[src/rtl/core/lrus_pkg.sv]
// ----------------------------------------------------------------------------
// lrus_pkg
// Shared widths, result record and helpers for the LRU stack replacement block.
// ----------------------------------------------------------------------------
`default_nettype none

package lrus_pkg;

	localparam int unsigned CFG_W       = 5;
	localparam int unsigned PAGE_W      = 16;
	localparam int unsigned CNT_W       = 16;
	localparam int unsigned IN_DATA_W   = 16;
	localparam int unsigned OUT_DATA_W  = 48;
	localparam int unsigned OUT_USER_W  = 2;

	localparam logic [CFG_W-1:0] FRAME_COUNT_RESET = CFG_W'(16);
	localparam logic [CNT_W-1:0] COUNT_MAX         = {CNT_W{1'b1}};

	// Command from the stream side into the sequencer.
	typedef struct packed {
		logic                start;
		logic                eos;
		logic                take;
	} lrus_cmd_t;

	// Outcome of one reference, held by the sequencer until taken.
	typedef struct packed {
		logic                done;
		logic                idle;
		logic                hit;
		logic                ev_valid;
		logic                eos;
		logic [PAGE_W-1:0]   ev_page;
	} lrus_res_t;

	function automatic logic [CNT_W-1:0] sat_inc(input logic [CNT_W-1:0] c);
		return (c == COUNT_MAX) ? c : c + 1'b1;
	endfunction

endpackage

`default_nettype wire

[src/rtl/core/lrus_ram.sv]
// ----------------------------------------------------------------------------
// lrus_ram
// Generic single-write, single-read RAM with registered read data.
// ----------------------------------------------------------------------------
`default_nettype none

module lrus_ram #(
	parameter int unsigned WIDTH = 16,
	parameter int unsigned DEPTH = 16,
	parameter int unsigned AW    = (DEPTH > 1) ? $clog2(DEPTH) : 1
) (
	input  wire logic             clk,
	input  wire logic             we,
	input  wire logic [AW-1:0]    waddr,
	input  wire logic [WIDTH-1:0] wdata,
	input  wire logic [AW-1:0]    raddr,
	output logic      [WIDTH-1:0] rdata
);

	logic [WIDTH-1:0] mem_q [DEPTH];

	always_ff @(posedge clk) begin
		if (we) begin
			mem_q[waddr] <= wdata;
		end
		rdata <= mem_q[raddr];
	end

endmodule

`default_nettype wire

[src/rtl/core/lrus_ctrl.sv]
// ----------------------------------------------------------------------------
// lrus_ctrl
// Sequencer for search, shift-down and top write over the stack RAM.
// ----------------------------------------------------------------------------
`default_nettype none

module lrus_ctrl #(
	parameter int unsigned MAX_FRAMES = 16,
	parameter int unsigned PAGE_BITS  = 16,
	parameter int unsigned OCC_W      = $clog2(MAX_FRAMES + 1)
) (
	input  wire logic                           clk,
	input  wire logic                           arst_n,
	input  wire lrus_pkg::lrus_cmd_t            cmd,
	input  wire logic [lrus_pkg::IN_DATA_W-1:0] page_in,
	input  wire logic [OCC_W-1:0]               limit,
	output lrus_pkg::lrus_res_t                 res
);

	import lrus_pkg::*;

	localparam int unsigned ADDR_W = (MAX_FRAMES > 1) ? $clog2(MAX_FRAMES) : 1;
	localparam int unsigned EXT_W  = PAGE_BITS + PAGE_W;

	typedef enum logic [3:0] {
		ST_IDLE   = 4'b0001,
		ST_SEARCH = 4'b0010,
		ST_SHIFT  = 4'b0100,
		ST_DONE   = 4'b1000
	} state_t;

	state_t                state_q;
	logic [OCC_W-1:0]      occ_q;
	logic [ADDR_W-1:0]     idx_q;
	logic                  issue_q;
	logic                  cmp_v_s1;
	logic [ADDR_W-1:0]     cmp_idx_s1;
	logic                  sh_v_s1;
	logic [ADDR_W-1:0]     dst_s1;
	logic [PAGE_BITS-1:0]  page_q;
	logic [PAGE_BITS-1:0]  bottom_q;
	logic                  eos_q;
	logic                  hit_q;
	logic                  ev_valid_q;

	logic                  ram_we;
	logic [ADDR_W-1:0]     ram_waddr;
	logic [PAGE_BITS-1:0]  ram_wdata;
	logic [PAGE_BITS-1:0]  ram_rdata;

	logic [ADDR_W-1:0]     last;
	logic                  match;
	logic                  room;
	logic                  search_miss;
	logic [EXT_W-1:0]      page_ext;
	logic [EXT_W-1:0]      bottom_ext;

	assign last        = ADDR_W'(occ_q - 1'b1);
	assign match       = cmp_v_s1 && (ram_rdata == page_q);
	assign room        = occ_q < limit;
	assign search_miss = !issue_q && !cmp_v_s1;
	assign page_ext    = {{PAGE_BITS{1'b0}}, page_in};
	assign bottom_ext  = {{PAGE_W{1'b0}}, bottom_q};

	lrus_ram #(
		.WIDTH (PAGE_BITS),
		.DEPTH (MAX_FRAMES),
		.AW    (ADDR_W)
	) u_stack (
		.clk   (clk),
		.we    (ram_we),
		.waddr (ram_waddr),
		.wdata (ram_wdata),
		.raddr (idx_q),
		.rdata (ram_rdata)
	);

	// Single write port: push on a miss with room, shifted entries, then the top.
	always_comb begin
		ram_we    = 1'b0;
		ram_waddr = last;
		ram_wdata = page_q;
		case (state_q)
			ST_SEARCH: begin
				if (!match && search_miss && room) begin
					ram_we    = 1'b1;
					ram_waddr = ADDR_W'(occ_q);
				end
			end
			ST_SHIFT: begin
				if (sh_v_s1) begin
					ram_we    = 1'b1;
					ram_waddr = dst_s1;
					ram_wdata = ram_rdata;
				end else if (!issue_q) begin
					ram_we    = 1'b1;
				end
			end
			default: begin
				ram_we = 1'b0;
			end
		endcase
	end

	always_ff @(posedge clk or negedge arst_n) begin
		if (!arst_n) begin
			state_q    <= ST_IDLE;
			occ_q      <= '0;
			idx_q      <= '0;
			issue_q    <= 1'b0;
			cmp_v_s1   <= 1'b0;
			cmp_idx_s1 <= '0;
			sh_v_s1    <= 1'b0;
			dst_s1     <= '0;
			eos_q      <= 1'b0;
			hit_q      <= 1'b0;
			ev_valid_q <= 1'b0;
		end else begin
			case (state_q)
				ST_IDLE: begin
					cmp_v_s1 <= 1'b0;
					sh_v_s1  <= 1'b0;
					if (cmd.start) begin
						eos_q      <= cmd.eos;
						hit_q      <= 1'b0;
						ev_valid_q <= 1'b0;
						idx_q      <= '0;
						issue_q    <= (occ_q != '0);
						state_q    <= ST_SEARCH;
					end
				end
				ST_SEARCH: begin
					cmp_idx_s1 <= idx_q;
					if (match) begin
						// Close the gap above the hit, then rewrite the top.
						hit_q    <= 1'b1;
						idx_q    <= cmp_idx_s1 + 1'b1;
						issue_q  <= (cmp_idx_s1 != last);
						cmp_v_s1 <= 1'b0;
						state_q  <= ST_SHIFT;
					end else begin
						cmp_v_s1 <= issue_q;
						if (issue_q) begin
							if (idx_q == last) begin
								issue_q <= 1'b0;
							end else begin
								idx_q <= idx_q + 1'b1;
							end
						end else if (search_miss) begin
							if (room) begin
								occ_q   <= occ_q + 1'b1;
								state_q <= ST_DONE;
							end else begin
								ev_valid_q <= 1'b1;
								idx_q      <= ADDR_W'(1);
								issue_q    <= (last != '0);
								state_q    <= ST_SHIFT;
							end
						end
					end
				end
				ST_SHIFT: begin
					sh_v_s1 <= issue_q;
					dst_s1  <= idx_q - 1'b1;
					if (issue_q) begin
						if (idx_q == last) begin
							issue_q <= 1'b0;
						end else begin
							idx_q <= idx_q + 1'b1;
						end
					end
					if (!issue_q && !sh_v_s1) begin
						state_q <= ST_DONE;
					end
				end
				ST_DONE: begin
					if (cmd.take) begin
						if (eos_q) begin
							occ_q <= '0;
						end
						state_q <= ST_IDLE;
					end
				end
				default: begin
					state_q <= ST_IDLE;
				end
			endcase
		end
	end

	// Payload registers.
	always_ff @(posedge clk) begin
		if (state_q == ST_IDLE && cmd.start) begin
			page_q <= page_ext[PAGE_BITS-1:0];
		end
		if (state_q == ST_SEARCH && cmp_v_s1 && cmp_idx_s1 == '0) begin
			bottom_q <= ram_rdata;
		end
	end

	always_comb begin
		res.done     = (state_q == ST_DONE);
		res.idle     = (state_q == ST_IDLE);
		res.hit      = hit_q;
		res.ev_valid = ev_valid_q;
		res.eos      = eos_q;
		res.ev_page  = ev_valid_q ? bottom_ext[PAGE_W-1:0] : '0;
	end

endmodule

`default_nettype wire

[src/rtl/core/lru_stack_page_replacement.sv]
// ----------------------------------------------------------------------------
// lru_stack_page_replacement
// LRU stack page replacement with saturating hit and fault counters.
// ----------------------------------------------------------------------------
// One page reference is taken at a time and searched for in an ordered stack
// held in a small RAM, bottom entry least recently used. The sequencer reads
// one entry per cycle through a single compare unit; on a hit the entries
// above the match move down one place, on a miss with a free frame the page is
// pushed, otherwise the bottom page is evicted and the stack moves down. The
// page is then written at the top. Every entry move takes one RAM read and one
// RAM write. The input is not ready while a reference is in work; a finished
// result waits in the output register while the next reference is taken. The
// user must write frame_count only while the block is idle; the block itself
// does not enforce this. Zero acts as one frame and values above MAX_FRAMES
// act as MAX_FRAMES. A reference with tlast set returns its result normally,
// then the stack and both counters clear.
// ----------------------------------------------------------------------------
`default_nettype none

module lru_stack_page_replacement #(
	parameter int unsigned MAX_FRAMES = 16,
	parameter int unsigned PAGE_BITS  = 16
) (
	input  wire logic                            clk,
	input  wire logic                            arst_n,
	// Reference stream.
	input  wire logic                            s_tvalid,
	output logic                                 s_tready,
	input  wire logic [lrus_pkg::IN_DATA_W-1:0]  s_tdata,   // [15:0] page_number
	input  wire logic                            s_tlast,   // end_of_string
	// Result stream.
	output logic                                 m_tvalid,
	input  wire logic                            m_tready,
	output logic [lrus_pkg::OUT_DATA_W-1:0]      m_tdata,   // [15:0] evicted_page,
	                                                        // [31:16] fault_count,
	                                                        // [47:32] hit_count
	output logic [lrus_pkg::OUT_USER_W-1:0]      m_tuser,   // [0] hit, [1] evicted_valid
	// frame_count register.
	input  wire logic                            cfg_wr_en,
	input  wire logic [lrus_pkg::CFG_W-1:0]      cfg_wr_data
);

	import lrus_pkg::*;

	localparam int unsigned OCC_W = $clog2(MAX_FRAMES + 1);
	localparam int unsigned LIM_W = (OCC_W > CFG_W) ? OCC_W : CFG_W;

	logic [CFG_W-1:0]      frame_count_q;
	logic [CNT_W-1:0]      faults_q;
	logic [CNT_W-1:0]      hits_q;
	logic                  m_tvalid_q;
	logic [OUT_DATA_W-1:0] m_tdata_q;
	logic [OUT_USER_W-1:0] m_tuser_q;

	logic [LIM_W-1:0]      fc_ext;
	logic [LIM_W-1:0]      lim_wide;
	logic [OCC_W-1:0]      limit;
	lrus_cmd_t             cmd;
	lrus_res_t             res;
	logic                  take;
	logic [CNT_W-1:0]      faults_n;
	logic [CNT_W-1:0]      hits_n;

	// Clamp the frame count into 1..MAX_FRAMES.
	assign fc_ext = LIM_W'(frame_count_q);
	always_comb begin
		if (fc_ext == '0) begin
			lim_wide = LIM_W'(1);
		end else if (fc_ext > LIM_W'(MAX_FRAMES)) begin
			lim_wide = LIM_W'(MAX_FRAMES);
		end else begin
			lim_wide = fc_ext;
		end
	end
	assign limit = OCC_W'(lim_wide);

	// Take a result whenever the output register is empty or drains this cycle.
	assign take = res.done && (!m_tvalid_q || m_tready);

	assign s_tready  = res.idle;
	assign cmd.start = s_tvalid && res.idle;
	assign cmd.eos   = s_tlast;
	assign cmd.take  = take;

	assign faults_n = res.hit ? faults_q : sat_inc(faults_q);
	assign hits_n   = res.hit ? sat_inc(hits_q) : hits_q;

	lrus_ctrl #(
		.MAX_FRAMES (MAX_FRAMES),
		.PAGE_BITS  (PAGE_BITS),
		.OCC_W      (OCC_W)
	) u_ctrl (
		.clk     (clk),
		.arst_n  (arst_n),
		.cmd     (cmd),
		.page_in (s_tdata),
		.limit   (limit),
		.res     (res)
	);

	always_ff @(posedge clk or negedge arst_n) begin
		if (!arst_n) begin
			frame_count_q <= FRAME_COUNT_RESET;
			faults_q      <= '0;
			hits_q        <= '0;
			m_tvalid_q    <= 1'b0;
		end else begin
			if (cfg_wr_en) begin
				frame_count_q <= cfg_wr_data;
			end
			if (take) begin
				// Clear the running totals after the last reference of a string.
				faults_q   <= res.eos ? '0 : faults_n;
				hits_q     <= res.eos ? '0 : hits_n;
				m_tvalid_q <= 1'b1;
			end else if (m_tready) begin
				m_tvalid_q <= 1'b0;
			end
		end
	end

	// Hold the result payload until its transfer.
	always_ff @(posedge clk) begin
		if (take) begin
			m_tdata_q <= {hits_n, faults_n, res.ev_page};
			m_tuser_q <= {res.ev_valid, res.hit};
		end
	end

	assign m_tvalid = m_tvalid_q;
	assign m_tdata  = m_tdata_q;
	assign m_tuser  = m_tuser_q;

endmodule

`default_nettype wire
[config.mk]
export PLATFORM = sky130hd
export DESIGN_NAME = lru_stack_page_replacement
export DESIGN_NICKNAME = d
export VERILOG_FILES = /design/src/rtl/core/lrus_pkg.sv /design/src/rtl/core/lrus_ram.sv /design/src/rtl/core/lrus_ctrl.sv /design/src/rtl/core/lru_stack_page_replacement.sv
export SDC_FILE = /design/constraint.sdc
export NUM_CORES = 1
export LEC_CHECK = 0
export ABC_AREA = 0
export BUFFER_PORTS_ARGS = -buffer_cell sky130_fd_sc_hd__buf_4
export CAP_MARGIN = 10
export CORE_MARGIN = 3
export CORE_UTILIZATION = 40
export CTS_CLUSTER_SIZE = 24
export DETAILED_ROUTE_END_ITERATION = 10
export SETUP_SLACK_MARGIN = 0.1
export SKIP_CTS_REPAIR_TIMING = 1
export SYNTH_ARGS = -nofsm -noshare
export SYNTH_HDL_FRONTEND = slang
export SYNTH_SLANG_ARGS = --single-unit
[constraint.sdc]
create_clock -name clk -period 7.25 [get_ports clk]
set_input_delay 0.3625 -clock clk [delete_from_list [all_inputs] [get_ports clk]]
set_output_delay 0.3625 -clock clk [all_outputs]
set_load 0.01 [all_outputs]
==> summary.txt <==
Fin nets -> 1334
Critical Path RT -> 7.51 ns
Met2 routed WL -> 19.4 mm
Worst setup path class -> reg -> reg
CP Capture Type -> register
H-tree Lvls -> 2
TritonCTS clock tree -> done
Clock power share -> 0.354
Grt total ovfl -> 0
Top cells by area, synth -> edfxtp_1 (57%), dfrtp_1 (8.9%), mux2i_1 (4.1%)
Tmin final -> 4.05 ns
Post-synth top area cell -> edfxtp_1
Layout cell share with drive strength beyond 1 -> 0.204
Sequential area share after synthesis -> 0.683
P per Cell Area -> 314 nW/um2
Initial Util -> 0.408
Max FO, Critical Path -> 13
Area delta synth->final -> 16.3%
Reg2reg end -> u_ctrl.u_stack.mem_q[2][0]
Slew @ Worst Pin -> 1.04 ns
Worst r2r src -> u_ctrl.occ_q[2]
Top cell type's share of synthesized area -> 0.573
Gate power share -> 0.176
Mapped Nets -> 1230
EDFF count, synth -> 338
Switch share -> 0.276
Flop-to-flop setup slack -> 3.20 ns
Drc violations -> 0
Max IR drop VDD -> 0.163 mV
Synth cell types -> 81
Die width -> 216 um
Post-Synth Adder-Cell Area -> 0.00988
DR WL met3 -> 2.09 mm
Vias in the first global route -> 9977
WHS Path Cells -> 2
Global-route usage over all layers -> 0.173
Worst hold path endpoint -> fc_ext[4]
Fill cells -> 3767
Status -> complete, no violations
YS warnings -> 0
Post-synthesis mux area share -> 0.0971
Initial antenna violation count -> 0
Final WL -> 40.6 mm
Post-synthesis cell count -> 1189
Die area -> 46900 um2
Final hold vios -> 0
Root buf cell -> clkbuf_16
First-pass GRT wire length -> 62.2 mm
Num CTS Buffers -> 44
Worst-skew pair later-pin latency -> 0.56 ns
Synth Area in Compound Gates -> 0.0750
FP Rows -> 76
Ant diodes -> 0
Slew HR -> 0.309
Sw Pwr -> 1.78 mW
DPL Wire Length -> 26.2 mm
DR top layer -> met4
Kind of start point of the critical path -> register
TritonRoute pass-1 iters -> 5
Avg Vias per Cell -> 5.34
Async SR Flop Fraction -> 0.155
HP Class -> in -> reg
Seq cells post-synth -> 419
Internal Power -> 4.68 mW
# port buffers -> 78
Seq pwr share -> 0.470
Data arrival, critical path -> 4.31 ns
Fmax -> 247 MHz
Ys flop type -> edfxtp_1
LEAKAGE -> 7.04 nW
Core area -> 43500 um2
Setup total negative slack -> 0 ns
XOR/XNOR Fraction of Synth Area -> 0.0289
FF-to-FF path depth -> 9
Final Slew Violations -> 0
HP Start -> cfg_wr_en
Via Count -> 10200
Max Cap Viol -> 0
Clk pin slew, worst setup/hold paths -> 0.06 ns
Worst hold margin -> 0.0484 ns
Clock Skew -> 0.0166 ns
Die height -> 216 um
Wire length per cell -> 21.2 um
Cell Area, Synth -> 17700 um2
Main combinational cell family by area after synthesis -> multiplexers
Post-synthesis simple-gate area fraction -> 0.0847
Global placer's final weighted congestion -> 0.828
Largest net degree at the start of global routing -> 66
Mean area per synthesized cell -> 14.9 um2
RSZ-0062 raised after global routing -> false
Initial DRC Count -> 934
Post-DRT Antenna Nets -> 0
Clock tree buffer depth -> 3
Final Cycle Share -> 0.559
I/O pin cnt -> 79
WL met1 -> 18.3 mm
Final setup fails -> 0
Clock Sinks -> 419
## layout by cell type, fill, tap and decap left out, drive strengths merged, types with 4 or more instances in the layout
cell,n
and2,20
ha,14
mux4,32
a22o,9
o31ai,8
xnor2,34
nor2,58
dlygate4sd3,17
bufinv,6
o2bb2ai,4
clkbuf,56
nand2b,7
and3,12
a31oi,10
o21ai,52
edfxtp,338
nand2,119
nand4,10
o211ai,4
nor4,5
inv,22
nor3,17
a211oi,5
xor2,22
buf,104
a21oi,46
nor2b,5
mux2i,73
dfxtp,16
clkinv,16
nand3,19
a221oi,16
dfrtp,63
mux2,24
a22oi,17
o21a,7
## layer usage
layer | GRT usage | vias to the layer above
li1 | - | 4726
met1 | 0.245 | 5150
met2 | 0.282 | 294
met3 | 0.0271 | 49
met4 | 0.0455 | 0
met5 | 0 | -
## state kept, by name, indices dropped and copies added (netlist names), 2 cells and up
signal	flops
fc_ext	5
u_ctrl.u_stack.rdata	16
hits_q	16
m_tuser	2
u_ctrl.dst_s1	4
u_ctrl.bottom_q	16
m_tdata	48
u_ctrl.state_q	4
u_ctrl.occ_q	5
u_ctrl.cmp_idx_s1	4
faults_q	16
u_ctrl.page_q	16
u_ctrl.idx_q	4
u_ctrl.u_stack.mem_q	256
## cell type report
type                            instances  area, um2  area share
Clock buffer                           56       1200      0.0581
Clock inverter                         26        285      0.0138
Inverter                               20       75.1     0.00364
Tap cell                              585        732      0.0355
Timing Repair Buffer                  121        951      0.0462
Sequential cell                       419      12100       0.587
Multi-Input combinational cell        687       5260       0.255
## worst max-delay path, cell delays in order, from the launching register on
cell and delay (ns):
dfrtp_1 0.68, ha_1 0.35, a211oi_1 0.24, nor2_1 0.14, nor4_4 0.72, or2_4 0.28
o311a_2 0.21, nand2_2 0.09, nor3_2 0.71, buf_4 0.32
## metrics by stage
stage | worst slack (ns) | cell area [um2] | cells | util | total power, mW
after detailed placement | 3.19 | 19000 | 1815 | 0.436 | 4.22
after floorplan | 3.70 | 17700 | 1189 | - | 3.85
after global routing | 2.90 | 20600 | 1914 | 0.474 | 6.75
final | 3.20 | 20600 | 1914 | 0.474 | 6.46
after global placement | 3.26 | 19000 | 1815 | 0.436 | 4.20
after CTS | 3.17 | 20400 | 1897 | 0.470 | 6.53
## worst max-delay path by stage
stage / startpoint / endpoint / cells past startpoint
after floorplan: fc_ext[4] / u_ctrl.u_stack.mem_q[12][0] / 8
after global placement: u_ctrl.occ_q[2] / u_ctrl.u_stack.mem_q[2][10] / 9
after detailed placement: u_ctrl.occ_q[2] / u_ctrl.u_stack.mem_q[2][3] / 9
after CTS: u_ctrl.occ_q[2] / u_ctrl.u_stack.mem_q[2][0] / 9
after global routing: u_ctrl.occ_q[2] / u_ctrl.u_stack.mem_q[3][3] / 9
final: u_ctrl.occ_q[2] / u_ctrl.u_stack.mem_q[2][0] / 9
## cell families (layout without fill, tap and decap cells)
group | after synthesis | count (layout)
flops | 419 | 419
simple gates | 294 | 294
compound gates | 193 | 193
mux | 129 | 129
buf+inv | 83 | 223
xor+xnor | 57 | 57
fa+ha+maj | 14 | 14
## synth_stat cells, drive strengths merged, types with 4 or more instances
master and n:
clkbuf 31, a221oi 16, o31ai 8, and2 20, nor2 58, dfxtp 16, mux2i 73, nand3 19
nand2 119, and3 12, o21a 7, o21ai 52, buf 32, nand4 10, mux2 24, a211oi 5
ha 14, a22o 9, o211ai 4, xnor2 34, a22oi 17, a31oi 10, nor3 17, edfxtp 338
nor4 5, xor2 22, nor2b 5, nand2b 7, mux4 32, a21oi 46, inv 20, dfrtp 63
o2bb2ai 4
## power by group through the flow
stage,Clock [mW],Sequential (mW),Combinational (mW)
finish,2.29,3.04,1.14
global route,2.44,3.06,1.25
detailed placement,0,3.09,1.13
floorplan,0,2.98,0.875
CTS,2.35,3.04,1.14
global placement,0,3.08,1.12
Note: power is estimated with default switching activity, not from simulation.
